**config.mk**
```make
export PLATFORM = sky130hd
export DESIGN_NAME = pulse_width_frame_decoder_unit
export DESIGN_NICKNAME = d
export VERILOG_FILES = /design/src/hw/rtl/pwfd_pkg.sv /design/src/hw/rtl/pwfd_cfg.sv /design/src/hw/rtl/pwfd_decode.sv /design/src/hw/rtl/pulse_width_frame_decoder_unit.sv
export SDC_FILE = /design/constraint.sdc
export NUM_CORES = 1
export LEC_CHECK = 0
export BUFFER_PORTS_ARGS = -buffer_cell sky130_fd_sc_hd__buf_2
export CORE_ASPECT_RATIO = 1.25
export CORE_MARGIN = 3
export CORE_UTILIZATION = 30
export DETAILED_ROUTE_END_ITERATION = 8
export HOLD_SLACK_MARGIN = 0.08
export PLACE_DENSITY = 0.56
export SLEW_MARGIN = 20
export SYNTH_ARGS = -nofsm -noshare
export SYNTH_HDL_FRONTEND = slang
export SYNTH_SLANG_ARGS = --single-unit
```
**constraint.sdc**
```tcl
create_clock -name clk_i -period 8.8 [get_ports clk_i]
set_input_delay 1.32 -clock clk_i [delete_from_list [all_inputs] [get_ports clk_i]]
set_output_delay 1.32 -clock clk_i [all_outputs]
set_load 0.05 [all_outputs]
```
**src/hw/rtl/pwfd_pkg.sv**
```systemverilog
package pwfd_pkg;

  // Default duration width, one tick is 100 us
  localparam int DurationBitsDef = 16;

  localparam int CfgW      = 16;
  localparam int CfgIdxW   = 3;
  localparam int FrameBits = 32;
  localparam int CountW    = 6;
  localparam int ByteW     = 8;

  // Result word: check_passed, address, command, bits_received, zero pad
  localparam int ResW = 1 + 2 * ByteW + CountW;
  localparam int OutW = ((ResW + 7) / 8) * 8;

  localparam logic [CfgW-1:0] LeaderLowMinRst  = 16'd80;
  localparam logic [CfgW-1:0] LeaderLowMaxRst  = 16'd100;
  localparam logic [CfgW-1:0] LeaderHighMinRst = 16'd40;
  localparam logic [CfgW-1:0] LeaderHighMaxRst = 16'd50;
  localparam logic [CfgW-1:0] BitMinRst        = 16'd4;
  localparam logic [CfgW-1:0] BitLowMaxRst     = 16'd9;
  localparam logic [CfgW-1:0] BitHighMaxRst    = 16'd19;
  localparam logic [CfgW-1:0] OneThresholdRst  = 16'd10;

  typedef enum logic [CfgIdxW-1:0] {
    RegLeaderLowMin  = 3'd0,
    RegLeaderLowMax  = 3'd1,
    RegLeaderHighMin = 3'd2,
    RegLeaderHighMax = 3'd3,
    RegBitMin        = 3'd4,
    RegBitLowMax     = 3'd5,
    RegBitHighMax    = 3'd6,
    RegOneThreshold  = 3'd7
  } cfg_idx_e;

  typedef struct packed {
    logic [CfgW-1:0] leader_low_min;
    logic [CfgW-1:0] leader_low_max;
    logic [CfgW-1:0] leader_high_min;
    logic [CfgW-1:0] leader_high_max;
    logic [CfgW-1:0] bit_min;
    logic [CfgW-1:0] bit_low_max;
    logic [CfgW-1:0] bit_high_max;
    logic [CfgW-1:0] one_threshold;
  } cfg_t;

  typedef struct packed {
    logic [CountW-1:0] bits_received;
    logic [ByteW-1:0]  command;
    logic [ByteW-1:0]  address;
    logic              check_passed;
  } res_t;

endpackage

```
**src/hw/rtl/pwfd_cfg.sv**
```systemverilog
module pwfd_cfg (
  input  logic                          clk_i,
  input  logic                          rst_ni,
  input  logic                          cfg_we_i,
  input  logic [pwfd_pkg::CfgIdxW-1:0]  cfg_idx_i,
  input  logic [pwfd_pkg::CfgW-1:0]     cfg_data_i,
  output pwfd_pkg::cfg_t                cfg_o
);
  import pwfd_pkg::*;

  cfg_t cfg_q, cfg_d;

  always_comb begin
    cfg_d = cfg_q;
    if (cfg_we_i) begin
      case (cfg_idx_e'(cfg_idx_i))
        RegLeaderLowMin:  cfg_d.leader_low_min  = cfg_data_i;
        RegLeaderLowMax:  cfg_d.leader_low_max  = cfg_data_i;
        RegLeaderHighMin: cfg_d.leader_high_min = cfg_data_i;
        RegLeaderHighMax: cfg_d.leader_high_max = cfg_data_i;
        RegBitMin:        cfg_d.bit_min         = cfg_data_i;
        RegBitLowMax:     cfg_d.bit_low_max     = cfg_data_i;
        RegBitHighMax:    cfg_d.bit_high_max    = cfg_data_i;
        RegOneThreshold:  cfg_d.one_threshold   = cfg_data_i;
        default:          cfg_d = cfg_q;
      endcase
    end
  end

  always_ff @(posedge clk_i or negedge rst_ni) begin
    if (!rst_ni) begin
      cfg_q.leader_low_min  <= LeaderLowMinRst;
      cfg_q.leader_low_max  <= LeaderLowMaxRst;
      cfg_q.leader_high_min <= LeaderHighMinRst;
      cfg_q.leader_high_max <= LeaderHighMaxRst;
      cfg_q.bit_min         <= BitMinRst;
      cfg_q.bit_low_max     <= BitLowMaxRst;
      cfg_q.bit_high_max    <= BitHighMaxRst;
      cfg_q.one_threshold   <= OneThresholdRst;
    end else begin
      cfg_q <= cfg_d;
    end
  end

  assign cfg_o = cfg_q;

endmodule

```
**src/hw/rtl/pwfd_decode.sv**
```systemverilog
module pwfd_decode #(
  parameter int DURATION_BITS = pwfd_pkg::DurationBitsDef
) (
  input  logic                     clk_i,
  input  logic                     rst_ni,
  input  pwfd_pkg::cfg_t           cfg_i,
  input  logic                     adv_i,    // word in the input register moves on
  input  logic                     func_i,   // 0 = end of low, 1 = end of high
  input  logic [DURATION_BITS-1:0] dur_i,
  output logic                     done_o,   // this word closes a frame
  output pwfd_pkg::res_t           res_o
);
  import pwfd_pkg::*;

  localparam int CmpW = (DURATION_BITS > CfgW) ? DURATION_BITS : CfgW;

  logic                     receiving_q, receiving_d;
  logic [CountW-1:0]        bit_count_q, bit_count_d;
  logic [FrameBits-1:0]     shift_q, shift_d;
  logic [DURATION_BITS-1:0] last_low_q, last_low_d;

  logic [CmpW-1:0]      low_x, dur_x;
  logic                 leader_ok, bit_ok, one_bit;
  logic [CountW-1:0]    count_inc, count_sel;
  logic [FrameBits-1:0] shift_ext, word_sel;
  logic [ByteW-1:0]     b3, b2, b1, b0;

  assign low_x = CmpW'(last_low_q);
  assign dur_x = CmpW'(dur_i);

  assign leader_ok = (low_x >= CmpW'(cfg_i.leader_low_min))  &&
                     (low_x <= CmpW'(cfg_i.leader_low_max))  &&
                     (dur_x >= CmpW'(cfg_i.leader_high_min)) &&
                     (dur_x <= CmpW'(cfg_i.leader_high_max));

  assign bit_ok = (low_x >= CmpW'(cfg_i.bit_min))      &&
                  (low_x <= CmpW'(cfg_i.bit_low_max))  &&
                  (dur_x >= CmpW'(cfg_i.bit_min))      &&
                  (dur_x <= CmpW'(cfg_i.bit_high_max));

  assign one_bit   = dur_x >= CmpW'(cfg_i.one_threshold);
  assign shift_ext = {shift_q[FrameBits-2:0], one_bit};
  assign count_inc = bit_count_q + CountW'(1);

  // Out-of-window pair ends the frame with the word as it stands
  assign word_sel  = bit_ok ? shift_ext : shift_q;
  assign count_sel = bit_ok ? count_inc : bit_count_q;

  assign done_o = func_i && receiving_q &&
                  (!bit_ok || (count_inc == CountW'(FrameBits)));

  assign b3 = word_sel[4*ByteW-1:3*ByteW];
  assign b2 = word_sel[3*ByteW-1:2*ByteW];
  assign b1 = word_sel[2*ByteW-1:ByteW];
  assign b0 = word_sel[ByteW-1:0];

  assign res_o.check_passed  = ((~b3) == b2) && ((~b1) == b0);
  assign res_o.address       = b3;
  assign res_o.command       = b1;
  assign res_o.bits_received = count_sel;

  always_comb begin
    receiving_d = receiving_q;
    bit_count_d = bit_count_q;
    shift_d     = shift_q;
    last_low_d  = last_low_q;
    if (adv_i) begin
      if (!func_i) begin
        last_low_d = dur_i;
      end else if (!receiving_q) begin
        if (leader_ok) begin
          receiving_d = 1'b1;
          bit_count_d = '0;
          shift_d     = '0;
        end
      end else begin
        shift_d     = word_sel;
        bit_count_d = count_sel;
        if (done_o) begin
          receiving_d = 1'b0;
        end
      end
    end
  end

  always_ff @(posedge clk_i or negedge rst_ni) begin
    if (!rst_ni) begin
      receiving_q <= 1'b0;
      bit_count_q <= '0;
      shift_q     <= '0;
      last_low_q  <= '0;
    end else begin
      receiving_q <= receiving_d;
      bit_count_q <= bit_count_d;
      shift_q     <= shift_d;
      last_low_q  <= last_low_d;
    end
  end

  a_count_bound: assert property (@(posedge clk_i) disable iff (!rst_ni)
    bit_count_q <= CountW'(FrameBits))
    else $error("bit count beyond frame length");

  a_done_only_receiving: assert property (@(posedge clk_i) disable iff (!rst_ni)
    (adv_i && done_o) |-> (receiving_q && func_i))
    else $error("frame end outside a frame");

  a_idle_after_done: assert property (@(posedge clk_i) disable iff (!rst_ni)
    (adv_i && done_o) |=> !receiving_q)
    else $error("decoder still receiving after frame end");

  a_low_keeps_mode: assert property (@(posedge clk_i) disable iff (!rst_ni)
    (adv_i && !func_i) |=> ($stable(receiving_q) && $stable(bit_count_q)))
    else $error("low event changed decoder mode");

endmodule

```
**src/hw/rtl/pulse_width_frame_decoder_unit.sv**
```systemverilog
// Pulse-width frame decoder for NEC-style IR remotes (MSB-first variant). Each
// input word is one measured phase: tuser=0 marks the end of a low phase and
// only stores its length, tuser=1 marks the end of a high phase and pairs it
// with the stored low length. In idle a pair inside the leader windows opens a
// frame; while receiving each in-window pair shifts one bit in (one when the
// high length is at or above one_threshold). After 32 bits, or on an
// out-of-window pair, one result word is emitted with the inverse-byte check,
// address, command and bit count, and the decoder returns to idle. Windows are
// inclusive and set through the write port (index 0..7 in register order);
// the user must write them only while no frame is in flight, which the block
// itself does not enforce. Throughput is one word per clock unless the input
// side stalls: the decode is a single compare-and-shift pass between the input
// register and the result register.
// The input side stalls only when a frame-ending word meets an occupied result
// register that the sink is not taking.
module pulse_width_frame_decoder_unit #(
  parameter int DURATION_BITS = pwfd_pkg::DurationBitsDef
) (
  input  logic                                clk_i,
  input  logic                                rst_ni,
  // configuration writes
  input  logic                                cfg_we_i,
  input  logic [pwfd_pkg::CfgIdxW-1:0]        cfg_idx_i,
  input  logic [pwfd_pkg::CfgW-1:0]           cfg_data_i,
  // phase words
  input  logic                                s_axis_tvalid,
  output logic                                s_axis_tready,
  input  logic [((DURATION_BITS+7)/8)*8-1:0]  s_axis_tdata,  // duration, zero pad
  input  logic                                s_axis_tuser,  // func
  // frame results
  output logic                                m_axis_tvalid,
  input  logic                                m_axis_tready,
  // check_passed, address, command, bits_received, zero pad
  output logic [pwfd_pkg::OutW-1:0]           m_axis_tdata
);
  import pwfd_pkg::*;

  cfg_t cfg;

  // input register
  logic                     in_valid_q, in_valid_d;
  logic                     in_func_q;
  logic [DURATION_BITS-1:0] in_dur_q;

  // result register
  logic out_valid_q, out_valid_d;
  res_t out_res_q;

  logic adv, dec_done, in_take;
  res_t dec_res;

  pwfd_cfg u_cfg (
    .clk_i      (clk_i),
    .rst_ni     (rst_ni),
    .cfg_we_i   (cfg_we_i),
    .cfg_idx_i  (cfg_idx_i),
    .cfg_data_i (cfg_data_i),
    .cfg_o      (cfg)
  );

  pwfd_decode #(
    .DURATION_BITS (DURATION_BITS)
  ) u_decode (
    .clk_i  (clk_i),
    .rst_ni (rst_ni),
    .cfg_i  (cfg),
    .adv_i  (adv),
    .func_i (in_func_q),
    .dur_i  (in_dur_q),
    .done_o (dec_done),
    .res_o  (dec_res)
  );

  // A word that ends no frame never needs the result slot.
  assign adv = in_valid_q && (!dec_done || !out_valid_q || m_axis_tready);

  assign s_axis_tready = !in_valid_q || adv;
  assign in_take       = s_axis_tvalid && s_axis_tready;

  always_comb begin
    in_valid_d = in_valid_q;
    if (in_take) begin
      in_valid_d = 1'b1;
    end else if (adv) begin
      in_valid_d = 1'b0;
    end
  end

  always_comb begin
    out_valid_d = out_valid_q;
    if (adv && dec_done) begin
      out_valid_d = 1'b1;
    end else if (m_axis_tready) begin
      out_valid_d = 1'b0;
    end
  end

  always_ff @(posedge clk_i or negedge rst_ni) begin
    if (!rst_ni) begin
      in_valid_q  <= 1'b0;
      out_valid_q <= 1'b0;
    end else begin
      in_valid_q  <= in_valid_d;
      out_valid_q <= out_valid_d;
    end
  end

  always_ff @(posedge clk_i) begin
    if (in_take) begin
      in_func_q <= s_axis_tuser;
      in_dur_q  <= s_axis_tdata[DURATION_BITS-1:0];
    end
    if (adv && dec_done) begin
      out_res_q <= dec_res;
    end
  end

  assign m_axis_tvalid = out_valid_q;
  assign m_axis_tdata  = OutW'(out_res_q);

endmodule

```
# [Yosys cells after proc, flatten, opt, wreduce, memory -nomap -nowiden]
# Index checks and enable logic that the tools add are counted.
[totals] reg_bits=225 in_bits=41 out_inout_bits=26 elab_cells=91
[op_classes] n_addsub=1 magnitude_cmp=9 eq_ne=10 mux=13 bitwise=3 n_reduce_logical=35
[ops] cell="two-way mux 32 bit" count=3
[ops] cell=">= comparator 16 bit" count=5
[ops] cell="less-or-equal comparator 16 bit" count=4
[ops] cell="AND reduction 2 bit" count=10
[ops] cell="two-way mux 6 bit" count=3
[ops] cell="== test 8 bit" count=2
[ops] cell="inverter 8 bit" count=2
[ops] cell="== test 3 bit, second input constant" count=4
[ops] cell="logical AND 1 bit" count=12
[ops] cell="two-way mux 1 bit" count=7
[ops] cell="adder 6 x 1 -> 6 bit, second input constant" count=1
[ops] cell="== test 3 x 2 -> 1 bit, second input constant" count=2
[ops] cell="== test 6 bit, second input constant" count=1
[ops] cell="nonzero test 2 bit" count=3
[ops] cell="logical NOT 1 bit" count=4
[ops] cell="logical OR 1 bit" count=4
[ops] cell="== test 3 x 1 -> 1 bit, second input constant" count=1
[ops] cell="logical NOT 3 bit" count=1
[ops] cell="AND reduction 3 bit" count=1
[ops] cell="inverter 1 bit" count=1

# [Depth between registers and ports, before layout]
# Gate-level depths: netlist of run 1.
[depth] word_depth=14 depth_mapped=12 depth_no_buf=10

# [Hierarchy]
# Synthesis of run 1 repeated with hierarchy kept, for this count alone.
[hier_totals] cells_unflattened=1025 hier_area_um2=12505.7
[by_module_without_submodules] module="pwfd_decode" instances=1 cells_per_inst=694 area_each_um2=6234.7 seq_area_each_um2=1376.3
[by_module_without_submodules] module="pwfd_cfg" instances=1 cells_per_inst=279 area_each_um2=4937.2 seq_area_each_um2=3225.6
[by_module_without_submodules] module="pulse_width_frame_decoder_unit" instances=1 cells_per_inst=52 area_each_um2=1333.8 seq_area_each_um2=1251.2

# [Worst setup path after synthesis of run 1]
# OpenSTA, ideal clock, no wires.
[synth_timing] kind="flip-flop to output port" from="reg u_decode.last_low_q[7]" to="out s_axis_tready" arrival_time_ns=2.644 required_time_ns=7.480 setup_slack_ns=4.836 stages_incl_launch_ff=9 n_path_buf=0 path_cell_list="dfrtp_1 ha_1 nand2_1 or4_1 o221a_2 o211a_1 nand2_1 o21ai_0 or2_2"
[synth_between] elab_chain_cells=12 word_cells_on_any_way=13 cone_classes="order compare: 2; reduce/logical: 11"
[synth_rtl] item="from (decl)" line_no="pwfd_decode.sv:20" source="logic [DURATION_BITS-1:0] last_low_q, last_low_d;"
[synth_rtl] item="from (signal assigned)" line_no="pwfd_decode.sv:96" source="last_low_q <= last_low_d;"
[synth_rtl] item=">= comparator 16 bit or less-or-equal comparator 16 bit (tied branches)" line_no="pwfd_decode.sv:36, pwfd_decode.sv:37"
[synth_rtl] item="logical AND 1 bit *" line_no="pwfd_decode.sv:36" source="assign bit_ok = (low_x >= CmpW'(cfg_i.bit_min)) &&"
[synth_rtl] item="logical AND 1 bit *" line_no="pwfd_decode.sv:37" source="(low_x <= CmpW'(cfg_i.bit_low_max)) &&"
[synth_rtl] item="logical AND 1 bit *" line_no="pwfd_decode.sv:38" source="(dur_x >= CmpW'(cfg_i.bit_min)) &&"
[synth_rtl] item="logical NOT 1 bit *" line_no="pwfd_decode.sv:50" source="(!bit_ok || (count_inc == CountW'(FrameBits)));"
[synth_rtl] item="logical OR 1 bit *" line_no="pwfd_decode.sv:50"
[synth_rtl] item="logical AND 1 bit *" line_no="pwfd_decode.sv:49" source="assign done_o = func_i && receiving_q &&"
[synth_rtl] item="logical NOT 1 bit *" line_no="pulse_width_frame_decoder_unit.sv:75" source="assign adv = in_valid_q && (!dec_done || !out_valid_q || m_axis_tready);"
[synth_rtl] item="logical OR 1 bit * (2 in a row)" line_no="pulse_width_frame_decoder_unit.sv:75"
[synth_rtl] item="logical AND 1 bit *" line_no="pulse_width_frame_decoder_unit.sv:75"
[synth_rtl] item="logical OR 1 bit *" line_no="pulse_width_frame_decoder_unit.sv:77" source="assign s_axis_tready = !in_valid_q || adv;"
[synth_rtl] item="to (decl)" line_no="pulse_width_frame_decoder_unit.sv:27" source="output logic s_axis_tready,"
# Every way passes the cells marked *; elsewhere a longest branch is shown, timed or not.

# [Worst setup path in the final report of run 1]
[layout_timing] from="reg u_decode.last_low_q[15]" to="out s_axis_tready"
# Same word-level chain as after synthesis.

==> flow_metrics.tcl, run 1 <==
set metrics [dict create \
    status "complete, no violations" \
    cp_num_buf_inv 1 \
    htreeDepth 1 \
    first_pass_iters 5 \
    cpMaxStageDelayCell "o21ai_0" \
    ys_seq_area_share_pct 47.6 \
    worst-endpoint-required_ps 7480 \
    synth_nets 1303 \
    p_clk_share_pct 36.3 \
    core_area_mm2 0.0403 \
    cts.repair.resized 0 \
    cts.path.max_buffers 3 \
    worstRegToRegCells 9 \
    routed_wl_um 28600 \
    rr_endpoint "in_dur_q[9]" \
    grt_max_degree 67 \
    seqPwrFrac_pct 39.6 \
    setup_tns_ps 0 \
    ys_types 64 \
    grt_usage_pct 13.3 \
    fin_hold_ws_ps 501 \
    cts_root_buffer "clkbuf_16" \
    drtIter0Drc 489 \
    period_minus_slack_ps 5770 \
    synth_common_cells "dfrtp_1 (167), ha_1 (145), inv_1 (130)" \
    yosysMostFrequentCell "dfrtp_1" \
    yosysTopAreaCell "dfrtp_1" \
    finalSetupViolCount 0 \
    clock_latency_ps 540 \
    die_x_um 187 \
    register_area_mm2 0.00585 \
    start_util_pct 30.5 \
    antenna_found_initial 2 \
    crit_chain "ha_1 -> nand4_1 -> nor3_2 -> or4b_1 -> nand3_2 -> o211a_1 -> nand2_1 -> o21ai_0 -> or2_2 -> buf_2" \
    io_pins 67 \
    r2r_setup_slack_ps 4330 \
    holdCritPathClass "register to register" \
    io_buffers 65 \
    post_cts_buffers 0 \
    gp_congestion 0.830 \
    hold_violations 0 \
    netlist_top_cells_area "dfrtp_1 (34%), ha_1 (15%), edfxtp_1 (9.8%)" \
    power.density_mw_per_mm2 239 \
    path_max_fanout 25 \
    ant_nets 0 \
    mappedNetlistArea_mm2 0.0123 \
    drive_above_1_share_pct 20.7 \
    slew_headroom_pct 28.5 \
    drv_slew 0 \
    synthArstFlopShare_pct 82.2 \
    endpoint_kind "output pin" \
    crit_family "simple AND/OR/NAND/NOR gates" \
    max_clock_freq_ghz 0.173 \
    grt_first_pass_wirelength_um 46700 \
    areaGrowthSynthToFinish_pct 15.9 \
    criticalPathCategory "register to output pin" \
    min_path_cells 1 \
    viasPerCell 4.82 \
    cts_sinks 225 \
    cts_tree "yes" \
    finalClockSkew_ps 15.3 \
    synthFlopType "dfrtp_1" \
    dieArea_mm2 0.0435 \
    wl_per_cell_um 16.3 \
    hold_end "u_cfg.cfg_o[4]" \
    dpl.hpwl_um 21100 \
    fin_crit_sh_pct 65.6 \
    yosysWarnings 0 \
    multi_input_area_mm2 0.00580 \
    grt_pass1_vias 8460 \
    leakage_uw 0.00654 \
    synth_edf_count 40 \
    core.rowCount 82 \
    cts-buffers-inserted 28 \
    startpoint_type "register" \
    p_int_uw 2380 \
    slowest_delay_ps 880 \
    swShare_pct 30.2 \
    worstMarginPinSlew_ps 1070 \
    ir_drop_mv 0.149 \
    drc 0 \
    arrival_ps 4450 \
    hold_buffers 0 \
    nets 1369 \
    yosysTopAreaCellShare_pct 34.0 \
    r2r_start "u_decode.last_low_q[15]" \
    grt.overflow.total 0 \
    fillCellCount 4061 \
    die_h_um 232 \
    ys_ff_latch 225 \
    cts.clk_slew.worst_paths_ps 60 \
    maxCapViolations 0 \
    synth_cells 1117 \
    comb_power_share_pct 24.1 \
    avgSynthCellArea_um2 11.0 \
    power.switching_uw 1030 \
    num_vias 8436 \
    worst_hold_startpoint "u_cfg.cfg_o[4]" \
    rsz0062_at_grt "false" \
]
## per-stage QoR
step / utilization [%] / cells / total power [µW] / setup WS, ps / area, µm²
after floorplan: - / 1117 / 1940 / 4840 / 12300
after global placement: 32.8 / 1698 / 2160 / 3730 / 13200
after detailed placement: 32.8 / 1698 / 2180 / 3630 / 13200
after CTS: 35.3 / 1750 / 3450 / 3030 / 14200
after global routing: 35.3 / 1752 / 3630 / 2630 / 14200
final: 35.3 / 1752 / 3400 / 3030 / 14200
## registers in the layout, indices dropped and copies added (netlist names)
register / flops
u_decode.bit_count_q: 6
u_decode.shift_q: 32
u_cfg.cfg_o: 128
in_dur_q: 16
u_decode.last_low_q: 16
u_decode.receiving_q: 1
in_func_q: 1
m_axis_tdata: 23
m_axis_tvalid: 1
in_valid_q: 1
## worst max-delay path by stage
stage / start / to / slack (ps) / depth (start not counted)
floorplan: u_decode.last_low_q[7] / s_axis_tready / 4840 / 8
global placement: in_dur_q[0] / s_axis_tready / 3730 / 11
detailed placement: in_dur_q[0] / s_axis_tready / 3630 / 11
CTS: in_dur_q[0] / s_axis_tready / 3030 / 11
global route: u_cfg.cfg_o[17] / s_axis_tready / 2630 / 11
finish: u_decode.last_low_q[15] / s_axis_tready / 3030 / 10
## cell families (layout without fill, tap and decap cells)
group | count (synthesis) | count (layout) | synth area share [%]
compound gates | 244 | 244 | 13.2
xor+xnor | 19 | 19 | 1.35
fa+ha+maj | 145 | 145 | 14.8
buf+inv | 169 | 257 | 5.44
flops | 225 | 225 | 47.6
mux | 96 | 96 | 8.79
other cells | 1 | 2 | 0.0305
simple gates | 218 | 218 | 8.81
## final cells by class
type                            instances  area share, %
Sequential cell                       225           41.1
Multi-Input combinational cell        723           40.7
Clock inverter                         13           1.37
Timing Repair Buffer                   75           2.90
Antenna cell                            1         0.0176
Clock buffer                           39           5.71
Tap cell                              546           4.79
Inverter                              130           3.42
## power by group through the flow
| stage | Combinational (µW) | Clock [µW] | Sequential (µW) |
|---|---|---|---|
| global route | 946 | 1320 | 1370 |
| detailed placement | 816 | 0 | 1370 |
| CTS | 826 | 1270 | 1350 |
| finish | 819 | 1240 | 1350 |
| floorplan | 585 | 0 | 1360 |
| global placement | 796 | 0 | 1360 |
## worst reg2reg max path, stage by stage, from the launching register on
cell and delay [ps]:
dfrtp_1 450, ha_1 350, nand4_1 120, nor3_2 270, or4b_1 480, nand3_2 100
o211a_1 250, nand2_1 530, o21ai_0 890, o21a_2 630
## layout by cell type (no fill, tap or decap), types with 4 or more instances in the layout
cell type / netlist / routed
a211oi_1: 6 / 6
or4_1: 4 / 4
nand4b_1: 4 / 4
buf_2: 3 / 64
ha_1: 145 / 145
o211ai_1: 6 / 6
mux2_2: 96 / 96
buf_4: 2 / 9
nand2b_1: 9 / 9
nor3_2: 2 / 4
o21a_1: 7 / 6
a21oi_1: 45 / 45
nand3_1: 24 / 24
nor4_1: 5 / 5
edfxtp_1: 40 / 40
nor3_1: 13 / 11
clkbuf_16: 0 / 29
clkbuf_8: 0 / 6
inv_1: 130 / 130
nor2_1: 15 / 14
xor2_1: 7 / 7
nor2b_1: 6 / 6
a22o_1: 19 / 19
clkbuf_1: 30 / 5
a21o_1: 25 / 25
dfstp_2: 18 / 18
a32o_1: 14 / 14
xnor2_1: 12 / 12
nand2_1: 94 / 94
clkinv_2: 0 / 5
o21ai_0: 89 / 89
dfrtp_1: 167 / 167
nand4_1: 27 / 27
bufinv_16: 0 / 5
## per-layer routing
layer | global-route usage [%] | vias up | routed length [µm]
met2 | 23.7 | 130 | 14200
met4 | 3.50 | 2 | 805
met5 | 0 | - | 7
met3 | 1.81 | 51 | 884
met1 | 16.9 | 4105 | 12800
li1 | - | 4148 | -
No activity file was read; power rests on OpenSTA's default activity.
==> run 2: changes to the inputs <==
clock period = 5.6 ns   (was 8.8 ns; I/O delays follow)
==> run 2 against run 1 <==
Compared with the run above: sequential share of layout area is 0.52 points higher; register-to-register slack worse by 2700 ps; global-route usage down 0.17 points.
==> flow_metrics.tcl, run 2 (synthesis results as in run 1) <==
set metrics [dict create \
    final_common_cell "dfrtp_1" \
    arrival_ps 3980 \
    register_area_mm2 0.00585 \
    power.density_mw_per_mm2 358 \
    cts.clk_slew.worst_paths_ps 60 \
    hold_violations 0 \
    fin_crit_sh_pct 86.0 \
    post_cts_buffers 0 \
    gp_congestion 0.858 \
    comb_power_share_pct 25.5 \
    post-place-ws_ps 1390 \
    utilization_pct 34.9 \
    grt_max_degree 102 \
    dpl.hpwl_um 21000 \
    drv_slew 0 \
    maxCapViolations 0 \
    period_minus_slack_ps 4820 \
    viasPerCell 4.74 \
    num_vias 8290 \
    finalSetupViolCount 0 \
    core_area_mm2 0.0403 \
    ir_drop_mv 0.213 \
    power.switching_uw 1580 \
    nets 1368 \
    worst-endpoint-required_ps 4760 \
    max_clock_freq_ghz 0.208 \
    status "complete, no violations" \
    die_x_um 187 \
    areaGrowthSynthToFinish_pct 14.5 \
    largest_reg_flops 128 \
    drive_above_1_share_pct 20.2 \
    p_clk_share_pct 32.5 \
    finalClockSkew_ps 15.7 \
    ant_nets 0 \
    die_h_um 232 \
    clock_latency_ps 530 \
    finalWorstSetupSlack_ps 782 \
    finalPower_uw 5040 \
    cts_sinks 225 \
    cts_root_buffer "clkbuf_16" \
    first_pass_iters 4 \
    routed_wl_um 28000 \
    wl_per_cell_um 16.0 \
    antenna_found_initial 1 \
    criticalPathCategory "register to output pin" \
    worstMarginPinSlew_ps 1020 \
    grt_pass1_vias 8586 \
    htreeDepth 1 \
    slew_headroom_pct 31.6 \
    io_buffers 65 \
    drc 0 \
    path_max_fanout 25 \
    cts_tree "yes" \
    hold_buffers 0 \
    io_pins 67 \
    start_util_pct 30.5 \
    cts-buffers-inserted 26 \
    p_int_uw 3460 \
    r2r_setup_slack_ps 1660 \
    dieArea_mm2 0.0435 \
    holdCritPathClass "input port to async pin" \
    grt.overflow.total 0 \
    seqPwrFrac_pct 42.0 \
    fin_hold_ws_ps 416 \
    startpoint_type "register" \
    layout_common_cells "dfrtp_1 (167), ha_1 (145), inv_1 (130), mux2_2 (96), nand2_1 (94)" \
    core.rowCount 82 \
    grt_usage_pct 13.1 \
    grt_first_pass_wirelength_um 46500 \
    multi_input_area_mm2 0.00580 \
    cts.repair.resized 0 \
    cts.path.max_buffers 3 \
    rsz0062_at_grt "false" \
    endpoint_kind "output pin" \
    drtIter0Drc 386 \
    setup_tns_ps 0 \
    swShare_pct 31.4 \
    fillCellCount 4086 \
    leakage_uw 0.00645 \
]
[run 2: cell count changes in the layout (fill, tap and decap cells not counted), sizes merged]
cell and delta:
buf +1, inv +1, clkinv -3, bufinv -5, clkbuf +3
[run 2: layout make-up]
class / count / share of cell area, %
diodes: 1 / 0.0178
repair buffers: 76 / 2.96
inverters: 130 / 3.47
multi-input cells: 723 / 41.2
clock inverters: 6 / 0.249
well taps: 546 / 4.86
clock buffers: 42 / 5.63
flip-flops and latches: 225 / 41.6
[run 2: path summary, 6_finish.rpt]
kind	startpoint	to	cells after the start
max in group asynchronous	rst_ni	u_cfg.cfg_o[70]	2
min in group clk_i	s_axis_tdata[7]	in_dur_q[7]	1
max reg2reg	in_dur_q[7]	u_decode.shift_q[23]	9
max	u_decode.last_low_q[14]	s_axis_tready	11
min	rst_ni	m_axis_tvalid	1
min reg2reg	u_cfg.cfg_o[45]	u_cfg.cfg_o[45]	1
[run 2: critical path: stages (launching register included)]
cell     delay [ps]
dfrtp_1         450
ha_1            370
nand4_1         110
nor3_2          230
or4b_1          480
nand3_2         100
o211a_1         230
nand2_1          70
buf_4           220
o21ai_0         700
or2_2           230
buf_2           250
[run 2: power by group through the flow]
stage	Combinational, µW	Sequential (µW)	Clock (µW)
3_5_place_dp	1290	2150	0
4_1_cts	1300	2120	1690
3_3_place_gp	1250	2140	0
5_1_grt	1500	2150	1760
6_report	1290	2120	1640
2_1_floorplan	920	2130	0
[run 2: through the flow]
stage / cells / cell area [µm²]
finish: 1749 / 14100
detailed placement: 1700 / 13200
global route: 1748 / 14100
global placement: 1700 / 13200
floorplan: 1117 / 12300
CTS: 1748 / 14100
[run 2: routing by layer]
metal | vias up | track usage (%) | wire (µm)
met5 | - | 0 | 13
met4 | 2 | 2.43 | 494
met3 | 31 | 2.04 | 966
met2 | 122 | 23.3 | 13800
met1 | 3992 | 17.0 | 12700
li1 | 4143 | - | -
